## config.mk

```make
export PLATFORM = sky130hd
export DESIGN_NAME = linear_key_value_table_core
export DESIGN_NICKNAME = d
export VERILOG_FILES = /design/src/rtl/lkvt_pkg.sv /design/src/rtl/linear_key_value_table_core.sv
export SDC_FILE = /design/constraint.sdc
export NUM_CORES = 2
export LEC_CHECK = 0
export ABC_AREA = 1
export BUFFER_PORTS_ARGS = -buffer_cell sky130_fd_sc_hd__buf_2
export CELL_PAD_IN_SITES_DETAIL_PLACEMENT = 2
export CELL_PAD_IN_SITES_GLOBAL_PLACEMENT = 2
export CORE_ASPECT_RATIO = 1.75
export CORE_MARGIN = 2
export CORE_UTILIZATION = 30
export DETAILED_ROUTE_END_ITERATION = 8
export PLACE_DENSITY = 0.64
export SLEW_MARGIN = 20
export SYNTH_ARGS = -nofsm -noshare
export SYNTH_HDL_FRONTEND = slang
export SYNTH_SLANG_ARGS = --single-unit
```

## constraint.sdc

```tcl
create_clock -name aclk -period 11.55 [get_ports aclk]
set_input_delay 0.5775 -clock aclk [delete_from_list [all_inputs] [get_ports aclk]]
set_output_delay 0.5775 -clock aclk [all_outputs]
set_load 0.005 [all_outputs]
```

## src/rtl/lkvt_pkg.sv

```systemverilog
`timescale 1ns / 1ps

package lkvt_pkg;

    // Field widths of the item formats.
    localparam int FUNC_W      = 3;
    localparam int KEY_W       = 32;
    localparam int VALUE_W     = 32;
    localparam int COUNT_W     = 6;
    localparam int IN_TDATA_W  = 72;
    localparam int OUT_TDATA_W = 40;

    // Input tdata positions.
    localparam int IN_FUNC_LSB  = 0;
    localparam int IN_KEY_LSB   = IN_FUNC_LSB + FUNC_W;
    localparam int IN_VALUE_LSB = IN_KEY_LSB + KEY_W;
    localparam int IN_USED_W    = IN_VALUE_LSB + VALUE_W;

    // Output tdata positions.
    localparam int OUT_FOUND_BIT  = 0;
    localparam int OUT_VALUE_LSB  = 1;
    localparam int OUT_COUNT_LSB  = OUT_VALUE_LSB + VALUE_W;
    localparam int OUT_STATUS_BIT = OUT_COUNT_LSB + COUNT_W;

    // Operation codes; the two unused codes behave as a lookup.
    typedef enum logic [FUNC_W-1:0] {
        OP_LOOKUP = 3'd0,
        OP_UPDATE = 3'd1,
        OP_ACCESS = 3'd2,
        OP_WRITE  = 3'd3,
        OP_DELETE = 3'd4,
        OP_CLEAR  = 3'd5
    } op_t;

    // Result status codes.
    localparam logic STATUS_OK   = 1'b0;
    localparam logic STATUS_FULL = 1'b1;

    // Sequencer states.
    typedef enum logic [4:0] {
        S_IDLE   = 5'b00001,
        S_SEARCH = 5'b00010,
        S_EXEC   = 5'b00100,
        S_SHIFT  = 5'b01000,
        S_RESULT = 5'b10000
    } state_t;

endpackage

```

## src/rtl/linear_key_value_table_core.sv

```systemverilog
`timescale 1ns / 1ps
// Key/value table of up to DEPTH entries, kept packed in insertion order in two
// single-port-read memories. Each item (operation, key, value) is searched for one
// entry per cycle through the memory read port, first match wins; a delete then
// moves each later entry down one place, again one entry per cycle through the same
// read and write ports. The input is not ready while an item is worked on and takes
// the next item once the result is registered. The result sits in an output register,
// so a new item is taken while it waits. A write or access of a missing key into a
// full table changes nothing and returns status 1. Keys compare on their low KEY_WIDTH
// bits and values keep their low VALUE_WIDTH bits; the count field shows the low six
// bits of the entry count.
module linear_key_value_table_core
    import lkvt_pkg::*;
#(
    parameter int DEPTH       = 32,
    parameter int KEY_WIDTH   = 32,
    parameter int VALUE_WIDTH = 32
) (
    input  logic                   aclk,
    input  logic                   aresetn,
    // func [2:0], key [34:3], new_value [66:35], zero padding [71:67]
    input  logic [IN_TDATA_W-1:0]  s_tdata,
    input  logic                   s_tvalid,
    output logic                   s_tready,
    // found [0], value_out [32:1], count [38:33], status [39]
    output logic [OUT_TDATA_W-1:0] m_tdata,
    output logic                   m_tvalid,
    input  logic                   m_tready
);

    localparam int KU  = (KEY_WIDTH < KEY_W) ? KEY_WIDTH : KEY_W;
    localparam int VU  = (VALUE_WIDTH < VALUE_W) ? VALUE_WIDTH : VALUE_W;
    localparam int IW  = (DEPTH > 1) ? $clog2(DEPTH) : 1;
    localparam int CW  = $clog2(DEPTH + 1);
    localparam int CW1 = CW + 1;

    // Entry memories.
    logic [KU-1:0] key_mem [DEPTH];
    logic [VU-1:0] val_mem [DEPTH];

    state_t        state_reg, state_next;
    op_t           func_reg;
    logic [KU-1:0] key_reg;
    logic [VU-1:0] nv_reg;
    logic [IW-1:0] idx_reg, idx_next;
    logic [CW-1:0] count_reg, count_next;
    logic          found_reg, found_next;
    logic [VU-1:0] hit_val_reg, hit_val_next;
    logic [VU-1:0] res_val_reg, res_val_next;
    logic          res_status_reg, res_status_next;

    logic [KU-1:0] key_rd_reg;
    logic [VU-1:0] val_rd_reg;
    logic [IW-1:0] rd_addr;
    logic [IW-1:0] wr_addr;
    logic          wr_key_en, wr_val_en;
    logic [KU-1:0] wr_key;
    logic [VU-1:0] wr_val;

    logic                   out_valid_reg;
    logic [OUT_TDATA_W-1:0] out_data_reg;
    logic                   out_free;
    logic                   in_accept;
    logic                   last_search;
    logic                   last_shift;
    logic                   has_next;
    logic                   is_write;

    assign s_tready  = (state_reg == S_IDLE);
    assign in_accept = s_tvalid && s_tready;
    assign out_free  = !out_valid_reg || m_tready;
    assign m_tvalid  = out_valid_reg;
    assign m_tdata   = out_data_reg;

    assign last_search = (CW1'(idx_reg) + CW1'(1)) == CW1'(count_reg);
    assign has_next    = (CW1'(idx_reg) + CW1'(1)) < CW1'(count_reg);
    assign last_shift  = (CW1'(idx_reg) + CW1'(2)) == CW1'(count_reg);
    assign is_write    = (func_reg == OP_WRITE);

    // Memory ports: one registered read and one write per cycle.
    always_ff @(posedge aclk) begin
        if (wr_key_en) begin
            key_mem[wr_addr] <= wr_key;
        end
        if (wr_val_en) begin
            val_mem[wr_addr] <= wr_val;
        end
        key_rd_reg <= key_mem[rd_addr];
        val_rd_reg <= val_mem[rd_addr];
    end

    // Sequencer: search, execute, shift for a delete, then register the result.
    always_comb begin
        state_next      = state_reg;
        idx_next        = idx_reg;
        count_next      = count_reg;
        found_next      = found_reg;
        hit_val_next    = hit_val_reg;
        res_val_next    = res_val_reg;
        res_status_next = res_status_reg;
        rd_addr         = '0;
        wr_addr         = idx_reg;
        wr_key_en       = 1'b0;
        wr_val_en       = 1'b0;
        wr_key          = key_rd_reg;
        wr_val          = val_rd_reg;

        unique case (state_reg)
            S_IDLE: begin
                rd_addr = '0;
                if (in_accept) begin
                    idx_next   = '0;
                    found_next = 1'b0;
                    if (count_reg == '0) begin
                        state_next = S_EXEC;
                    end else begin
                        state_next = S_SEARCH;
                    end
                end
            end
            S_SEARCH: begin
                // The read data holds the entry at idx_reg.
                rd_addr = idx_reg + IW'(1);
                if (key_rd_reg == key_reg) begin
                    found_next   = 1'b1;
                    hit_val_next = val_rd_reg;
                    state_next   = S_EXEC;
                end else if (last_search) begin
                    state_next = S_EXEC;
                end else begin
                    idx_next = idx_reg + IW'(1);
                end
            end
            S_EXEC: begin
                rd_addr         = idx_reg + IW'(1);
                res_val_next    = '0;
                res_status_next = STATUS_OK;
                state_next      = S_RESULT;
                case (func_reg) inside
                    OP_UPDATE: begin
                        if (found_reg) begin
                            wr_val_en    = 1'b1;
                            wr_val       = nv_reg;
                            res_val_next = nv_reg;
                        end
                    end
                    OP_ACCESS, OP_WRITE: begin
                        if (found_reg) begin
                            wr_val_en    = is_write;
                            wr_val       = nv_reg;
                            res_val_next = is_write ? nv_reg : hit_val_reg;
                        end else if (count_reg < CW'(DEPTH)) begin
                            // Append the new entry behind the last one.
                            wr_addr      = count_reg[IW-1:0];
                            wr_key_en    = 1'b1;
                            wr_val_en    = 1'b1;
                            wr_key       = key_reg;
                            wr_val       = is_write ? nv_reg : '0;
                            res_val_next = is_write ? nv_reg : '0;
                            count_next   = count_reg + CW'(1);
                        end else begin
                            res_status_next = STATUS_FULL;
                        end
                    end
                    OP_DELETE: begin
                        if (found_reg) begin
                            if (has_next) begin
                                state_next = S_SHIFT;
                            end else begin
                                count_next = count_reg - CW'(1);
                            end
                        end
                    end
                    OP_CLEAR: begin
                        count_next = '0;
                    end
                    default: begin
                        if (found_reg) begin
                            res_val_next = hit_val_reg;
                        end
                    end
                endcase
            end
            S_SHIFT: begin
                // The read data holds the entry one place above idx_reg.
                rd_addr   = idx_reg + IW'(2);
                wr_key_en = 1'b1;
                wr_val_en = 1'b1;
                if (last_shift) begin
                    count_next = count_reg - CW'(1);
                    state_next = S_RESULT;
                end else begin
                    idx_next = idx_reg + IW'(1);
                end
            end
            S_RESULT: begin
                rd_addr = '0;
                if (out_free) begin
                    state_next = S_IDLE;
                end
            end
            default: begin
                state_next = S_IDLE;
            end
        endcase
    end

    // Control state.
    always_ff @(posedge aclk) begin
        if (!aresetn) begin
            state_reg     <= S_IDLE;
            count_reg     <= '0;
            out_valid_reg <= 1'b0;
        end else begin
            state_reg <= state_next;
            count_reg <= count_next;
            if (state_reg == S_RESULT && out_free) begin
                out_valid_reg <= 1'b1;
            end else if (m_tready) begin
                out_valid_reg <= 1'b0;
            end
        end
    end

    // Item fields, working registers and the output item.
    always_ff @(posedge aclk) begin
        if (in_accept) begin
            func_reg <= op_t'(s_tdata[IN_FUNC_LSB +: FUNC_W]);
            key_reg  <= s_tdata[IN_KEY_LSB +: KU];
            nv_reg   <= s_tdata[IN_VALUE_LSB +: VU];
        end
        idx_reg        <= idx_next;
        found_reg      <= found_next;
        hit_val_reg    <= hit_val_next;
        res_val_reg    <= res_val_next;
        res_status_reg <= res_status_next;
        if (state_reg == S_RESULT && out_free) begin
            out_data_reg[OUT_FOUND_BIT]              <= found_reg;
            out_data_reg[OUT_VALUE_LSB +: VALUE_W]   <= VALUE_W'(res_val_reg);
            out_data_reg[OUT_COUNT_LSB +: COUNT_W]   <= COUNT_W'(count_reg);
            out_data_reg[OUT_STATUS_BIT]             <= res_status_reg;
        end
    end

endmodule

```

==> metrics <==
crit-path max FO=39; RSZ-0062 raised after global routing=no; CP Capture Type=register; Crit Path Class=register to register; post-route ant nets=0; post-synthesis adder-cell area fraction=0.00146; Top Ports=118; Yosys reg bits=2302; Synth Area in Simple Gates=0.216; syn nets=7930; asr flop ratio synth=0; GPL Wtd Cong=0.737; Worst Setup Slack, final=5.72 ns; vias in the first global route=72000; Slew headroom=0.185; core area=312000 um^2; layout cells sized above 1=0.0932; cell taking the most area after synthesis=edfxtp_1; Post-CTS Resized=0; Commonest cells post-synth=2479 x nand3_1, 2226 x edfxtp_1, 1807 x nand2_1; CP cell instances=buf_4, nor2_2, buf_4, inv_2, nand2_1, a21oi_4, buf_4, o21ai_0, nand2_1, inv_2, nor3_2, buf_4; later-pin clock latency in the skew report=0.91 ns; total CTS buffers=229; routed len/inst=28.5 um; Yosys top cell area share=0.711; Post-Place Cells=11700; CP arrival=6.29 ns; Layout fillers=32100; Pwr Density=234 nW/um^2; vias=65300; H-tree levels=4; vias per inst=5.38; max-slew violations=0; Setup Fix Bufs, Post-CTS=0; Die Height=744 um; max frequency=0.172 GHz; Post-synth EDFFs=2226; CTS Sinks=2302; Starting DRT DRC Count=5061; Buf/Inv on CP=6; GR peak layer=met2; Total Power=25.0 mW; WP data required=12.01 ns; all-layer global routing usage=0.214; YS warnings=0; slowest CP cell=buf_4; largest net degree at the start of global routing=172; Starting Density=0.302; Routed WL=345 mm; crit share post-route=0.505; max-cap violations=0; nets@finish=7944; Hold Fails Final Rpt=0; top cells by area, synth=edfxtp_1 71%, nand3_1 13%, nand2_1 7.2%, buf_2 2.0%, dfxtp_1 1.6%; global-route wire length before repair=498 mm; Hold WC Path Type=input pin to register; pre-CTS setup slack=5.82 ns; Root Driver=clkbuf_16; clk buf depth=4; Final Non-Filler Cells=12100; largest family of logic cells by synthesized area=simple AND/OR/NAND/NOR gates; Port Buffers=112; met1 Usage GRT=0.255; most frequent cell after synthesis=nand3_1; Mapped Area=94000 um^2; Hold Slack=0.149 ns; syn_area_per_cell=12.0 um^2; Max Clock Skew=0.0820 ns; Max stage delay on crit path=0.88 ns; post-synth cell types=42; XOR/XNOR Fraction of Synth Area=0.00298; P&R area growth vs syn=14.0%; Top delay family on crit path=buffers and inverters; Die W=427 um; met3 Usage GRT=0.0197; placed cell area=99000 um^2; Pre-antenna DRT Iters=6; clk slew on worst S/H paths=0.06 ns; post-synthesis compound-gate area fraction=0.0117; full die area=318000 um^2; outcome=finished clean; final setup fails=0; most used cell, CP=buf_4; startpoint types=register; initial antenna violation count=8; met2 usage=0.395; pin slew with the least headroom to its limit=1.22 ns; post-synthesis sequential area ratio=0.727; CTS tree=built; peak supply drop=0.222 mV; Post-CTS Hold Fix Bufs=69; post-route core utilization=0.344; DRC errors left=0; post-synthesis mux area share=0; Leak=37.0 nW; ys flop type=edfxtp_1; post-DP HPWL=172 mm; cell count after synthesis=7843; setup TNS=0 ns; row count=271; Final min period=5.83 ns; GRT overflow=0; post-route cell area=107000 um^2
routing by layer:
| metal | share of wire | vias to the layer above |
|---|---|---|
| met5 | 0 | - |
| met4 | 0.039 | 0 |
| met3 | 0.038 | 637 |
| met2 | 0.52 | 1656 |
| met1 | 0.40 | 34800 |
| li1 | - | 28100 |
kinds of logic after synthesis:
kind of cell / Yosys count
and+or+nand+nor: 4491
DFF: 2302
buffers and inverters: 847
AOI/OAI and AO/OA: 160
xor gates and xnor gates: 32
adders and majority gates: 11
power by group:
group | switching (mW) | total [mW] | internal [mW] | leakage (nW)
Combinational | 5.16 | 6.66 | 1.50 | 12.6
Clock | 3.28 | 7.50 | 4.21 | 3.58
Sequential | 0.257 | 10.9 | 10.6 | 20.8
final cells by class:
type                    instances  area [um^2]  share of cell area
diodes                          1         2.50           0.0000233
clock buffers                 316         6330              0.0590
clock inverters               101          965             0.00900
inverters                     298         1150              0.0108
multi-input cells            4694        22700               0.212
flip-flops and latches       2302        68400               0.638
well taps                    4095         5120              0.0478
repair buffers                332         2560              0.0239
path summary, 6_finish.rpt:
kind | startpoint | to | cells past startpoint | slack [ns]
hold / removal | s_tvalid | state_reg[0] | 4 | 0.15
setup / recovery | found_reg | val_mem[13][22] | 12 | 5.72
hold reg to reg | res_val_reg[24] | m_tdata[25] | 0 | 0.42
setup reg to reg | found_reg | val_mem[13][22] | 12 | 5.72
placed cells by master (no fill, tap or decap), drive strengths merged, types with 7 or more instances in the layout:
cell         count
nand3         2481
edfxtp        2226
nand2         1815
clkbuf         316
inv            301
buf            263
dfxtp           76
clkinv          76
nor3            73
dlygate4sd3     69
o21ai           63
nor2            59
nand3b          39
o311ai          26
o22ai           23
xnor2           20
bufinv          18
o2111ai         16
or2             13
xor2            12
nand4           11
ha              11
o32ai            8
o211ai           7
worst reg2reg max path, stage by stage (launching register included):
cell      delay (ns)
edfxtp_1        0.33
buf_4           0.39
nor2_2          0.08
buf_4           0.21
inv_2           0.40
nand2_1         0.21
a21oi_4         0.17
buf_4           0.88
o21ai_0         0.35
nand2_1         0.30
inv_2           0.39
nor3_2          0.88
buf_4           0.80
Note: power is estimated with default switching activity, not from simulation.
